--- src/gas_pkg.sv ---
package gas_pkg;

    // Field widths of the words on both channels and of the register.
    localparam int OP_W       = 2;
    localparam int COL_FLD_W  = 2;
    localparam int ROW_FLD_W  = 2;
    localparam int DRAWS_W    = 8;
    localparam int DRAW_W     = 2;
    localparam int DRAW_SLOTS = 4;
    localparam int POT_W      = 10;
    localparam int CNT_OUT_W  = 3;

    // Internal widths.
    localparam int MASK_W  = 4;
    localparam int TICK_W  = 7;
    localparam int SPEED_W = 5;

    // Tempo: the step limit is ((pot >> POT_SHIFT) + 1) * STEP_MUL.
    localparam int POT_SHIFT = 6;
    localparam int STEP_MUL  = 5;

    // A press on the held row only changes the order with at least this many active columns.
    localparam int MIN_PICK_ACTIVE = 3;

    localparam int COLUMNS_DEF = 4;

    localparam logic [OP_W-1:0] OP_TICK  = 2'd0;
    localparam logic [OP_W-1:0] OP_PRESS = 2'd1;
    localparam logic [OP_W-1:0] OP_CLEAR = 2'd2;

    // Which column the single grid read port looks at.
    typedef enum logic [1:0] {
        RD_ITEM    = 2'd0,
        RD_SKIP    = 2'd1,
        RD_CURRENT = 2'd2
    } rd_sel_t;

    typedef struct packed {
        logic    load_item;
        logic    press_write;
        logic    load_asc;
        logic    load_desc;
        logic    probe_init;
        logic    probe_step;
        logic    tick_update;
        logic    skip_step;
        logic    clear_all;
        logic    load_out;
        rd_sel_t rd_sel;
    } cmd_t;

    typedef struct packed {
        logic [OP_W-1:0] op;
        logic            col_valid;
        logic            held_eq;
        logic            can_pick;
        logic            pick_asc;
        logic            pick_desc;
        logic            any_active;
        logic            tick_over;
        logic            probe_done;
        logic            skip_hit;
        logic            out_free;
    } status_t;

endpackage

--- src/grid_arpeggiator_sequencer.sv ---
// Grid arpeggiator sequencer: a COLUMNS by four button grid in which each column holds at most
// one note. Each input word is a tempo tick, a button press or a clear, and every word yields
// exactly one result word giving whether the tick stepped, the sounding column, its row and the
// number of active columns. A word passes through accept, decode and result, plus the extra
// work it causes: a tick that steps tries the columns in the play order one at a time, from one
// to COLUMNS of them, and a random order pick probes the used-value set once per value tried,
// COLUMNS settles plus at most COLUMNS*(COLUMNS-1)/2 collisions. The grid has a single read
// port, and the probing and skipping are done one step per cycle. The tempo register may be
// written at any time but is only sampled when a tick is decoded; write it while the block is
// idle. No clearing pass is needed after reset.
module grid_arpeggiator_sequencer #(
    parameter int COLUMNS = gas_pkg::COLUMNS_DEF
) (
    input  logic                           aclk,
    input  logic                           aresetn,
    // Tempo register write port.
    input  logic                           cfg_wr_en,
    input  logic [gas_pkg::POT_W-1:0]      cfg_wr_data,
    // Input words.
    input  logic                           s_valid,
    output logic                           s_ready,
    input  logic [gas_pkg::OP_W-1:0]       s_operation,
    input  logic [gas_pkg::COL_FLD_W-1:0]  s_column,
    input  logic [gas_pkg::ROW_FLD_W-1:0]  s_row,
    input  logic [gas_pkg::DRAWS_W-1:0]    s_random_draws,
    // Result words.
    output logic                           m_valid,
    input  logic                           m_ready,
    output logic                           m_stepped,
    output logic [gas_pkg::COL_FLD_W-1:0]  m_note_column,
    output logic [gas_pkg::ROW_FLD_W-1:0]  m_note_row,
    output logic [gas_pkg::CNT_OUT_W-1:0]  m_active_count
);

    // The controller sequences each word; the datapath holds the grid, the play order, the
    // tempo counter and the result register, and reports the conditions the controller branches
    // on. The result register lets a new word be accepted while the previous result still waits.
    gas_pkg::cmd_t    cmd;
    gas_pkg::status_t status;

    gas_ctrl u_ctrl (
        .aclk    (aclk),
        .aresetn (aresetn),
        .s_valid (s_valid),
        .s_ready (s_ready),
        .status  (status),
        .cmd     (cmd)
    );

    gas_dpath #(
        .COLUMNS (COLUMNS)
    ) u_dpath (
        .aclk           (aclk),
        .aresetn        (aresetn),
        .cfg_wr_en      (cfg_wr_en),
        .cfg_wr_data    (cfg_wr_data),
        .s_operation    (s_operation),
        .s_column       (s_column),
        .s_row          (s_row),
        .s_random_draws (s_random_draws),
        .m_valid        (m_valid),
        .m_ready        (m_ready),
        .m_stepped      (m_stepped),
        .m_note_column  (m_note_column),
        .m_note_row     (m_note_row),
        .m_active_count (m_active_count),
        .cmd            (cmd),
        .status         (status)
    );

endmodule

--- src/gas_ctrl.sv ---
module gas_ctrl (
    input  logic             aclk,
    input  logic             aresetn,
    input  logic             s_valid,
    output logic             s_ready,
    input  gas_pkg::status_t status,
    output gas_pkg::cmd_t    cmd
);

    typedef enum logic [4:0] {
        ST_IDLE   = 5'b00001,
        ST_DECODE = 5'b00010,
        ST_PROBE  = 5'b00100,
        ST_SKIP   = 5'b01000,
        ST_FINISH = 5'b10000
    } state_t;

    state_t state_reg;
    state_t state_next;

    assign s_ready = (state_reg == ST_IDLE);

    always_comb begin
        state_next = state_reg;
        cmd        = '0;
        cmd.rd_sel = gas_pkg::RD_ITEM;
        case (state_reg)
            ST_IDLE: begin
                if (s_valid) begin
                    cmd.load_item = 1'b1;
                    state_next    = ST_DECODE;
                end
            end
            ST_DECODE: begin
                state_next = ST_FINISH;
                case (status.op)
                    gas_pkg::OP_TICK: begin
                        if (status.any_active) begin
                            cmd.tick_update = 1'b1;
                            if (status.tick_over) begin
                                state_next = ST_SKIP;
                            end
                        end
                    end
                    gas_pkg::OP_PRESS: begin
                        if (status.col_valid) begin
                            if (!status.held_eq) begin
                                cmd.press_write = 1'b1;
                            end else if (status.can_pick) begin
                                if (status.pick_asc) begin
                                    cmd.load_asc = 1'b1;
                                end else if (status.pick_desc) begin
                                    cmd.load_desc = 1'b1;
                                end else begin
                                    cmd.probe_init = 1'b1;
                                    state_next     = ST_PROBE;
                                end
                            end
                        end
                    end
                    gas_pkg::OP_CLEAR: begin
                        cmd.clear_all = 1'b1;
                    end
                    default: begin
                    end
                endcase
            end
            ST_PROBE: begin
                cmd.probe_step = 1'b1;
                if (status.probe_done) begin
                    state_next = ST_FINISH;
                end
            end
            ST_SKIP: begin
                cmd.rd_sel    = gas_pkg::RD_SKIP;
                cmd.skip_step = 1'b1;
                if (status.skip_hit) begin
                    state_next = ST_FINISH;
                end
            end
            ST_FINISH: begin
                cmd.rd_sel = gas_pkg::RD_CURRENT;
                if (status.out_free) begin
                    cmd.load_out = 1'b1;
                    state_next   = ST_IDLE;
                end
            end
            default: begin
                state_next = ST_IDLE;
            end
        endcase
    end

    always_ff @(posedge aclk) begin
        if (!aresetn) begin
            state_reg <= ST_IDLE;
        end else begin
            state_reg <= state_next;
        end
    end

endmodule

--- src/gas_dpath.sv ---
module gas_dpath #(
    parameter int COLUMNS = gas_pkg::COLUMNS_DEF
) (
    input  logic                                aclk,
    input  logic                                aresetn,
    input  logic                                cfg_wr_en,
    input  logic [gas_pkg::POT_W-1:0]           cfg_wr_data,
    input  logic [gas_pkg::OP_W-1:0]            s_operation,
    input  logic [gas_pkg::COL_FLD_W-1:0]       s_column,
    input  logic [gas_pkg::ROW_FLD_W-1:0]       s_row,
    input  logic [gas_pkg::DRAWS_W-1:0]         s_random_draws,
    output logic                                m_valid,
    input  logic                                m_ready,
    output logic                                m_stepped,
    output logic [gas_pkg::COL_FLD_W-1:0]       m_note_column,
    output logic [gas_pkg::ROW_FLD_W-1:0]       m_note_row,
    output logic [gas_pkg::CNT_OUT_W-1:0]       m_active_count,
    input  gas_pkg::cmd_t                       cmd,
    output gas_pkg::status_t                    status
);

    localparam int CW    = $clog2(COLUMNS);
    localparam int CNT_W = $clog2(COLUMNS + 1);
    localparam int MW    = gas_pkg::MASK_W;
    localparam int TW    = gas_pkg::TICK_W;

    // Architectural state.
    logic [MW-1:0]            rows_reg  [COLUMNS];
    logic [MW-1:0]            rows_next [COLUMNS];
    logic [CW-1:0]            order_reg [COLUMNS];
    logic [CW-1:0]            order_next[COLUMNS];
    logic [CW-1:0]            pos_reg, pos_next;
    logic [CW-1:0]            cur_reg, cur_next;
    logic [TW-1:0]            tick_reg, tick_next;
    logic [CNT_W-1:0]         cnt_reg, cnt_next;
    logic [gas_pkg::POT_W-1:0] pot_reg, pot_next;
    logic                     out_valid_reg, out_valid_next;

    // Latched word and working registers.
    logic [gas_pkg::OP_W-1:0]      op_reg, op_next;
    logic [gas_pkg::COL_FLD_W-1:0] col_reg, col_next;
    logic [gas_pkg::ROW_FLD_W-1:0] row_reg, row_next;
    logic [gas_pkg::DRAWS_W-1:0]   draws_reg, draws_next;
    logic                          stepped_reg, stepped_next;
    logic [CW-1:0]                 slot_reg, slot_next;
    logic [CW-1:0]                 cand_reg, cand_next;
    logic [COLUMNS-1:0]            used_reg, used_next;

    // Result payload.
    logic                              o_stepped_reg, o_stepped_next;
    logic [gas_pkg::COL_FLD_W-1:0]     o_col_reg, o_col_next;
    logic [gas_pkg::ROW_FLD_W-1:0]     o_row_reg, o_row_next;
    logic [gas_pkg::CNT_OUT_W-1:0]     o_cnt_reg, o_cnt_next;

    logic [CW-1:0]   col_idx;
    logic [CW-1:0]   pos_inc;
    logic [CW-1:0]   order_rd;
    logic [CW-1:0]   rd_addr;
    logic [MW-1:0]   rows_rd;
    logic [MW-1:0]   want;
    logic [MW-1:0]   moved;
    logic [CW-1:0]   slot_inc;
    logic [CW-1:0]   cand_inc;
    logic [CW-1:0]   draw_first;
    logic [CW-1:0]   draw_after;
    logic [gas_pkg::SPEED_W-1:0] speed;
    logic [TW-1:0]   limit;
    logic [gas_pkg::ROW_FLD_W-1:0] note_row;

    // One draw reduced to a column number; two-bit values need one subtraction at most.
    function automatic logic [CW-1:0] draw_of(input logic [gas_pkg::DRAWS_W-1:0] d,
                                               input logic [CW-1:0] slot);
        logic [gas_pkg::DRAW_W-1:0] raw;
        logic [CW-1:0]              res;
        res = '0;
        for (int j = 0; j < gas_pkg::DRAW_SLOTS; j++) begin
            raw = d[gas_pkg::DRAW_W*j +: gas_pkg::DRAW_W];
            if (32'(slot) == j) begin
                if (32'(raw) >= COLUMNS) begin
                    res = CW'(32'(raw) - COLUMNS);
                end else begin
                    res = CW'(raw);
                end
            end
        end
        return res;
    endfunction

    function automatic logic [CW-1:0] wrap_inc(input logic [CW-1:0] v);
        if (32'(v) == COLUMNS - 1) begin
            return '0;
        end
        return v + 1'b1;
    endfunction

    assign col_idx  = CW'(col_reg);
    assign pos_inc  = wrap_inc(pos_reg);
    assign cand_inc = wrap_inc(cand_reg);
    assign slot_inc = slot_reg + 1'b1;

    always_comb begin
        order_rd = '0;
        for (int j = 0; j < COLUMNS; j++) begin
            if (32'(pos_inc) == j) begin
                order_rd = order_reg[j];
            end
        end
    end

    always_comb begin
        case (cmd.rd_sel)
            gas_pkg::RD_ITEM:    rd_addr = col_idx;
            gas_pkg::RD_SKIP:    rd_addr = order_rd;
            gas_pkg::RD_CURRENT: rd_addr = cur_reg;
            default:             rd_addr = col_idx;
        endcase
    end

    always_comb begin
        rows_rd = '0;
        for (int j = 0; j < COLUMNS; j++) begin
            if (32'(rd_addr) == j) begin
                rows_rd = rows_reg[j];
            end
        end
    end

    assign want  = MW'(4'b1000) >> row_reg;
    assign moved = (want > rows_rd) ? {rows_rd[MW-2:0], 1'b0} : (rows_rd >> 1);

    assign draw_first = draw_of(draws_reg, '0);
    assign draw_after = draw_of(draws_reg, slot_inc);

    assign speed = gas_pkg::SPEED_W'(pot_reg[gas_pkg::POT_W-1:gas_pkg::POT_SHIFT]) + 1'b1;
    assign limit = TW'(speed) * TW'(gas_pkg::STEP_MUL);

    always_comb begin
        if (rows_rd[3]) begin
            note_row = 2'd0;
        end else if (rows_rd[2]) begin
            note_row = 2'd1;
        end else if (rows_rd[1]) begin
            note_row = 2'd2;
        end else if (rows_rd[0]) begin
            note_row = 2'd3;
        end else begin
            note_row = 2'd0;
        end
    end

    always_comb begin
        status            = '0;
        status.op         = op_reg;
        status.col_valid  = (32'(col_reg) < COLUMNS);
        status.held_eq    = (rows_rd == want);
        status.can_pick   = (32'(cnt_reg) >= gas_pkg::MIN_PICK_ACTIVE);
        status.pick_asc   = (32'(col_reg) == 0) ||
                            ((32'(col_reg) == 1) && (rows_reg[0] == '0));
        status.pick_desc  = (32'(col_reg) == COLUMNS - 1) ||
                            ((32'(col_reg) == COLUMNS - 2) && (rows_reg[COLUMNS-1] == '0));
        status.any_active = (cnt_reg != '0);
        status.tick_over  = (tick_reg > limit);
        status.probe_done = !used_reg[cand_reg] && (32'(slot_reg) == COLUMNS - 1);
        status.skip_hit   = (rows_rd != '0);
        status.out_free   = !out_valid_reg || m_ready;
    end

    always_comb begin
        rows_next      = rows_reg;
        order_next     = order_reg;
        pos_next       = pos_reg;
        cur_next       = cur_reg;
        tick_next      = tick_reg;
        cnt_next       = cnt_reg;
        pot_next       = pot_reg;
        out_valid_next = out_valid_reg;
        op_next        = op_reg;
        col_next       = col_reg;
        row_next       = row_reg;
        draws_next     = draws_reg;
        stepped_next   = stepped_reg;
        slot_next      = slot_reg;
        cand_next      = cand_reg;
        used_next      = used_reg;
        o_stepped_next = o_stepped_reg;
        o_col_next     = o_col_reg;
        o_row_next     = o_row_reg;
        o_cnt_next     = o_cnt_reg;

        if (cfg_wr_en) begin
            pot_next = cfg_wr_data;
        end

        if (cmd.load_item) begin
            op_next      = s_operation;
            col_next     = s_column;
            row_next     = s_row;
            draws_next   = s_random_draws;
            stepped_next = 1'b0;
        end

        if (cmd.press_write) begin
            for (int j = 0; j < COLUMNS; j++) begin
                if (32'(col_idx) == j) begin
                    rows_next[j] = (rows_rd == '0) ? want : moved;
                end
            end
            if (rows_rd == '0) begin
                cnt_next = cnt_reg + 1'b1;
            end
        end

        if (cmd.load_asc) begin
            for (int j = 0; j < COLUMNS; j++) begin
                order_next[j] = CW'(j);
            end
        end

        if (cmd.load_desc) begin
            for (int j = 0; j < COLUMNS; j++) begin
                order_next[j] = CW'(COLUMNS - 1 - j);
            end
        end

        if (cmd.probe_init) begin
            slot_next = '0;
            used_next = '0;
            cand_next = draw_first;
        end

        // Either probe the next value or settle the slot on a free one.
        if (cmd.probe_step) begin
            if (used_reg[cand_reg]) begin
                cand_next = cand_inc;
            end else begin
                for (int j = 0; j < COLUMNS; j++) begin
                    if (32'(slot_reg) == j) begin
                        order_next[j] = cand_reg;
                    end
                end
                used_next[cand_reg] = 1'b1;
                slot_next           = slot_inc;
                cand_next           = (32'(slot_inc) < gas_pkg::DRAW_SLOTS) ? draw_after : '0;
            end
        end

        if (cmd.tick_update) begin
            if (tick_reg > limit) begin
                tick_next    = '0;
                stepped_next = 1'b1;
            end else begin
                tick_next = tick_reg + 1'b1;
            end
        end

        if (cmd.skip_step) begin
            pos_next = pos_inc;
            cur_next = order_rd;
        end

        if (cmd.clear_all) begin
            for (int j = 0; j < COLUMNS; j++) begin
                rows_next[j]  = '0;
                order_next[j] = CW'(j);
            end
            pos_next = '0;
            cur_next = '0;
            cnt_next = '0;
        end

        if (cmd.load_out) begin
            out_valid_next = 1'b1;
            o_stepped_next = stepped_reg;
            o_col_next     = gas_pkg::COL_FLD_W'(cur_reg);
            o_row_next     = note_row;
            o_cnt_next     = gas_pkg::CNT_OUT_W'(cnt_reg);
        end else if (m_ready) begin
            out_valid_next = 1'b0;
        end
    end

    always_ff @(posedge aclk) begin
        if (!aresetn) begin
            for (int j = 0; j < COLUMNS; j++) begin
                rows_reg[j]  <= '0;
                order_reg[j] <= CW'(j);
            end
            pos_reg       <= '0;
            cur_reg       <= '0;
            tick_reg      <= '0;
            cnt_reg       <= '0;
            pot_reg       <= '0;
            out_valid_reg <= 1'b0;
        end else begin
            rows_reg      <= rows_next;
            order_reg     <= order_next;
            pos_reg       <= pos_next;
            cur_reg       <= cur_next;
            tick_reg      <= tick_next;
            cnt_reg       <= cnt_next;
            pot_reg       <= pot_next;
            out_valid_reg <= out_valid_next;
        end
    end

    always_ff @(posedge aclk) begin
        op_reg        <= op_next;
        col_reg       <= col_next;
        row_reg       <= row_next;
        draws_reg     <= draws_next;
        stepped_reg   <= stepped_next;
        slot_reg      <= slot_next;
        cand_reg      <= cand_next;
        used_reg      <= used_next;
        o_stepped_reg <= o_stepped_next;
        o_col_reg     <= o_col_next;
        o_row_reg     <= o_row_next;
        o_cnt_reg     <= o_cnt_next;
    end

    assign m_valid        = out_valid_reg;
    assign m_stepped      = o_stepped_reg;
    assign m_note_column  = o_col_reg;
    assign m_note_row     = o_row_reg;
    assign m_active_count = o_cnt_reg;

endmodule

--- config.mk ---
export PLATFORM = sky130hd
export DESIGN_NAME = grid_arpeggiator_sequencer
export DESIGN_NICKNAME = d
export VERILOG_FILES = /design/src/gas_pkg.sv /design/src/grid_arpeggiator_sequencer.sv /design/src/gas_ctrl.sv /design/src/gas_dpath.sv
export SDC_FILE = /design/constraint.sdc
export NUM_CORES = 1
export LEC_CHECK = 0
export ABC_CLOCK_PERIOD_IN_PS = 4300
export BUFFER_PORTS_ARGS = -buffer_cell sky130_fd_sc_hd__buf_2
export CAP_MARGIN = 25
export CORE_AREA = 2 2 101 103
export CTS_CLUSTER_DIAMETER = 80
export DETAILED_ROUTE_END_ITERATION = 16
export DIE_AREA = 0 0 103 105
export PLACE_DENSITY = 0.67
export SLEW_MARGIN = 25
export SYNTH_ARGS = -nofsm -noshare
export SYNTH_HDL_FRONTEND = slang
export SYNTH_SLANG_ARGS = --single-unit
--- constraint.sdc ---
create_clock -name aclk -period 4.3 [get_ports aclk]
set_input_delay 1.29 -clock aclk [delete_from_list [all_inputs] [get_ports aclk]]
set_output_delay 1.29 -clock aclk [all_outputs]
set_load 0.05 [all_outputs]
Word-level counts from Yosys, hierarchy flattened
Index checks and enable logic that the tools add are counted.

operators by class
  order comparisons = 5
  shift operators = 1
  bitwise logic cells = 2
  eq/ne operators = 31
  $add $sub $neg = 6
  multipliers = 1
  mux-type cells = 84
  reduce and logical (&&, ||, !) cells = 30

operator list
  kind                   number
  $mux W2                25
  $mux W5                10
  $mux W4                11
  $mux W8                4
  $eq A2 B2 Y1 const B   14
  $mux W1                25
  $pmux W5 S5            1
  $eq A2 B1 Y1 const B   7
  $logic_not A2 Y1       6
  $logic_not A4 Y1       3
  $pmux W5 S2            1
  $reduce_and A2 Y1      5
  $ne A2 B2 Y1 const B   4
  $pmux W2 S2            2
  $add A7 B1 Y7 const B  1
  $gt A7 B7 Y1           1
  $mul A5 B3 Y7 const B  1
  $mux W7                1
  $add A2 B1 Y2 const B  3
  $mux W3                2
  $add A4 B1 Y5 const B  1
  $eq A5 B1 Y1 const B   1
  $eq A5 B2 Y1 const B   1
  $eq A5 B3 Y1 const B   1
  other kinds (21)       29

word-level totals
  word-level logic and storage cells = 188
  input bits = 29
  bits in registers = 85

Depth between registers and ports, before layout
  depth in word-level cells = 23
  mapped depth = 18
  gate-level depth less buffers = 16

Modules after synthesis
Synthesis repeated with hierarchy kept, for this count alone.

unflattened totals
  cell total of the unflattened synthesis = 504
  area, all modules = 4624.4 µm²

modules (own cells, without submodules)
  module     sequential area each (µm²)  cells an instance  times used  area each (µm²)
  gas_dpath  1721.7                      448                1           4169.0
  gas_ctrl   100.1                       56                 1           455.4

Least setup slack after synthesis
OpenSTA, ideal clock, no wires.

  path type = register -> register
  start = reg u_dpath.pos_reg[0]
  end = reg u_dpath.cand_reg[0], enable pin
  period minus slack after synthesis = 4.226 ns
  required time = 4.000 ns
  path buffers = 1
  cell stages (with the launch flop) = 15
  arrival time = 3.926 ns
  library setup time = 0.300 ns
  slack = 0.074 ns
  cells stage by stage = dfxtp_1 inv_1 ha_1 or4bb_1 a32o_1 o211ai_2 a221oi_2 or2_2 ha_1 nand4_1 or4b_1 or2_0 clkbuf_1 or2_1 nand2_1

on the way
  word-level cells in the longest chain between the ends = 19
  elaborated cells on any way between the ends = 26

RTL lines
  what                            RTL line          RTL
  start, declared                 gas_dpath.sv:32   logic [CW-1:0] pos_reg, pos_next;
  start signal, assigned          gas_dpath.sv:297  pos_reg <= pos_next;
  $eq A2 B2 Y1                    gas_dpath.sv:90   if (32'(v) == COLUMNS - 1) begin
  $mux W1                         gas_dpath.sv:90
  $mux W2 *                       gas_dpath.sv:93   return v + 1'b1;
  $logic_not A2 Y1                gas_dpath.sv:104  if (32'(pos_inc) == j) begin
  $mux W2 (3 in a row)            gas_dpath.sv:104
  $mux W2 *                       gas_dpath.sv:104
  $pmux W2 S2 *                   gas_dpath.sv:111  case (cmd.rd_sel)
  $logic_not A2 Y1                gas_dpath.sv:122  if (32'(rd_addr) == j) begin
  $mux W4 (3 in a row)            gas_dpath.sv:122
  $mux W4 *                       gas_dpath.sv:122
  $eq A4 B4 Y1 *                  gas_dpath.sv:155  status.held_eq = (rows_rd == want);
  $mux W3 *                       gas_ctrl.sv:47    if (!status.held_eq) begin
  $mux W4 *                       gas_ctrl.sv:36    case (status.op)
  $mux W4 *                       gas_ctrl.sv:27    case (state_reg)
  $reduce_bool A2 Y1 (no line) *  -
  end signal, assigned            gas_dpath.sv:313  cand_reg <= cand_next;
  end, declared                   gas_dpath.sv:46   logic [CW-1:0] cand_reg, cand_next;

Every way passes the cells marked *; elsewhere a longest branch is shown, timed or not.
A chain may end at the register's enable or synchronous reset.

Worst setup path after layout
  start = reg u_dpath.pos_reg[0]
  end = reg u_dpath.cand_reg[1], enable pin

Same word-level chain as after synthesis.

==> impl_metrics.yaml <==
timing:
  max-slew-margin-rel_pct: 44.95
  maxSlewViolCount: 0
  rsz0062_at_grt: "true"
  worst_pin_slew_ns: 0.8257
  skew_ns: 0.01959
  max_freq_mhz: 240.3
  tns_ns: 0
  setup_viol: 0
  hold_violations: 0
  period_share_pct: 96.80
  fin_crit_ns: 4.162
clock_tree:
  cts_made_buffers: 9
  cts_root_buffer: "clkbuf_8"
  cts.reportedPaths.clkPinSlew_ns: 0.09
  tritoncts: "done"
  clockBufferDepth: 2
  clk_latency_ns: 0.35
  clock_sinks: 79
  htree_levels: 3
layout:
  largest_register_ffs: 16
  stdcell_area_mm2: 0.004852
  final_util_pct: 50.34
  fillCellCount: 910
  n_antenna_cell: 0
  final_nets: 547
  area_delta_synth_final_pct: 17.98
  drive_above_1_share_pct: 20.25
  final_cells: 622
setup_path:
  critPathMaxFanout: 5
  crit_path_top_delay_cell: "or4b_4"
  critPathLaunch: "u_dpath.pos_reg[0]"
  r2r-start: "u_dpath.pos_reg[0]"
  critPathMaxStageDelay_ns: 0.57
  cp_data_arrival_time_ns: 4.22
  crit_type: "flip-flop to flip-flop"
  crit_path_end_kind: "flip-flop"
  r2r_cells: 14
  required_ns: 4.36
  cp_cell_sequence: "inv_1, ha_1, or4bb_1, a32o_2, o211ai_4, buf_4, a221oi_2, or2_2, ha_1, nand4_1, or4b_4, or2_4, or2_4, nand2_2"
  start_kind: "flip-flop"
worst_hold_path:
  hold_start: "u_dpath.stepped_reg"
  worstHoldPathCells: 0
  hold_class: "flip-flop to flip-flop"
yosys:
  async_flop_share_pct: 0
  synth_cells: 421
  syn_area_mm2: 0.004113
  avgSynthCellArea_um2: 9.769
  syn-num-nets: 483
  ys_ff_latch: 79
  synth_cell_types: 56
  synth_edf_count: 24
  seq_area_frac_synth_pct: 44.30
  synth_warnings: 0
  synthFlopType: "dfxtp_1"
global_routing:
  grt_max_degree: 27
  gr-total-overflow: 0
  grt_pass1_wl_um: 16020
  grt_pass1_vias: 3371
  track_usage_pct: 18.55
  antenna_found_initial: 0
detailed_routing:
  routed_via_density: 5.458
  num_vias: 3395
  first_pass_iters: 4
  drt_iter0_drc: 137
  postRouteAntennaNets: 0
  drc: 0
  routed_wl_um: 9323
  wl_per_cell_um: 14.99
flow_run:
  drv_cap: 0
floorplan:
  ioPinCount: 39
  rows: 36
  core_mm2: 0.009639
  start_util_pct: 42.67
  die_area_mm2: 0.01082
  fp.dieH_um: 105
  die_w_um: 103
power_and_ir_drop:
  power_w: 0.001886
  p_clk_share_pct: 27.1
  powerDensity_mw_per_mm2: 388.6
  pwr-share-seq_pct: 45.5
  power_switching_w: 0.0006196
  p_leak_nw: 2.015
  internal_power_w: 0.001266
  pwr-share-comb_pct: 27.4
  peakVddDrop_mv: 0.2068
  switching_share_pct: 32.86
place:
  place_congestion: 0.8182
  hpwl_um: 6926
  placed_cells: 604
  dpl-instance-area_mm2: 0.004601
  place.port_buffers: 32
run_status:
  run_status: "finished, final reports clean"
-- Yosys cell counts (all sizes together) (8+ instances only) --
cell type,n,area share (%)
a221oi,8,2.9
a31oi,13,2.0
nand3,16,1.9
dfxtp,55,27
and3,12,1.8
inv,21,1.9
o21ai,37,4.5
nor2b,9,1.4
nand2,25,2.3
nor2,30,2.7
a21oi,28,3.4
ha,32,9.7
edfxtp,24,18
-- metal layers --
| layer | wire (µm) | vias to the layer above | global-route usage [%] |
|---|---|---|---|
| met5 | 0 | - | 0 |
| met4 | 52 | 0 | 4.135 |
| met3 | 272 | 5 | 3.679 |
| met2 | 4677 | 52 | 30.75 |
| met1 | 4320 | 1640 | 24.79 |
| li1 | - | 1698 | - |
-- through the flow --
step / hold WS, ns / setup slack (ns)
after global routing: 0.4590 / 0.002136
after CTS: 0.4458 / 0.01192
after floorplan: 0.4082 / 0.07359
final: 0.4425 / 0.1378
after detailed placement: 0.4232 / -0.1591
after global placement: 0.4158 / -0.05750
-- repair_timing --
item / CTS / global route
gates resized for setup: 7 / 9
pin swaps: 0 / 3
endpoints found under the setup margin: 17 / 21
buffers inserted: 0 / 3
hold buffers: 0 / 0
endpoints found under the hold margin: 0 / 0
-- worst max-delay path, delay by kind of cell (launching register included) --
family	cells	cell delay (ns)
AND/OR/NAND/NOR	7	2.15
AO/OA/AOI/OAI	3	0.60
adder cells (fa/ha/maj)	2	0.53
flip-flops	1	0.37
buffers and inverters	2	0.22
-- logic make-up after synthesis --
group | Yosys count | synth area share (%)
AOI/OAI and AO/OA | 129 | 21.36
buffers and inverters | 30 | 2.921
muxes | 7 | 2.008
adders and majority gates | 33 | 10.22
xor gates and xnor gates | 11 | 2.343
and+or+nand+nor | 132 | 16.85
DFF | 79 | 44.30
-- cell usage in the layout (no fill, tap or decap), types with 16 or more instances in the layout --
cell type	instances
ha_1	32
a21oi_1	28
dfxtp_1	54
nand3_1	16
buf_2	32
inv_1	21
buf_4	29
nand2_1	24
nor2_1	28
o21ai_0	33
edfxtp_1	24
-- path summary, 6_finish.rpt --
check                                           end  slack, ns
worst max register to register  u_dpath.cand_reg[1]       0.14
worst min-delay path              u_dpath.m_stepped       0.44
worst min register to register    u_dpath.m_stepped       0.44
worst max-delay path            u_dpath.cand_reg[1]       0.14
-- power by group through the flow --
stage	Combinational (W)	Clock, W	Sequential (W)
floorplan	0.000307	0	0.000876
global placement	0.000469	0	0.000873
detailed placement	0.000489	0	0.000875
CTS	0.000497	0.000522	0.000858
global route	0.000562	0.000552	0.000866
finish	0.000516	0.000511	0.000858
-- final cells by class --
cell class,count,area (µm²),share of cell area (%)
Inverter,21,78.83,1.625
Clock inverter,2,16.27,0.3352
Tap cell,133,166.4,3.430
Multi-Input combinational cell,312,2216,45.67
Clock buffer,13,160.2,3.301
Sequential cell,79,1826,37.62
Timing Repair Buffer,62,389.1,8.020
Power figures use the tool's default switching activity.
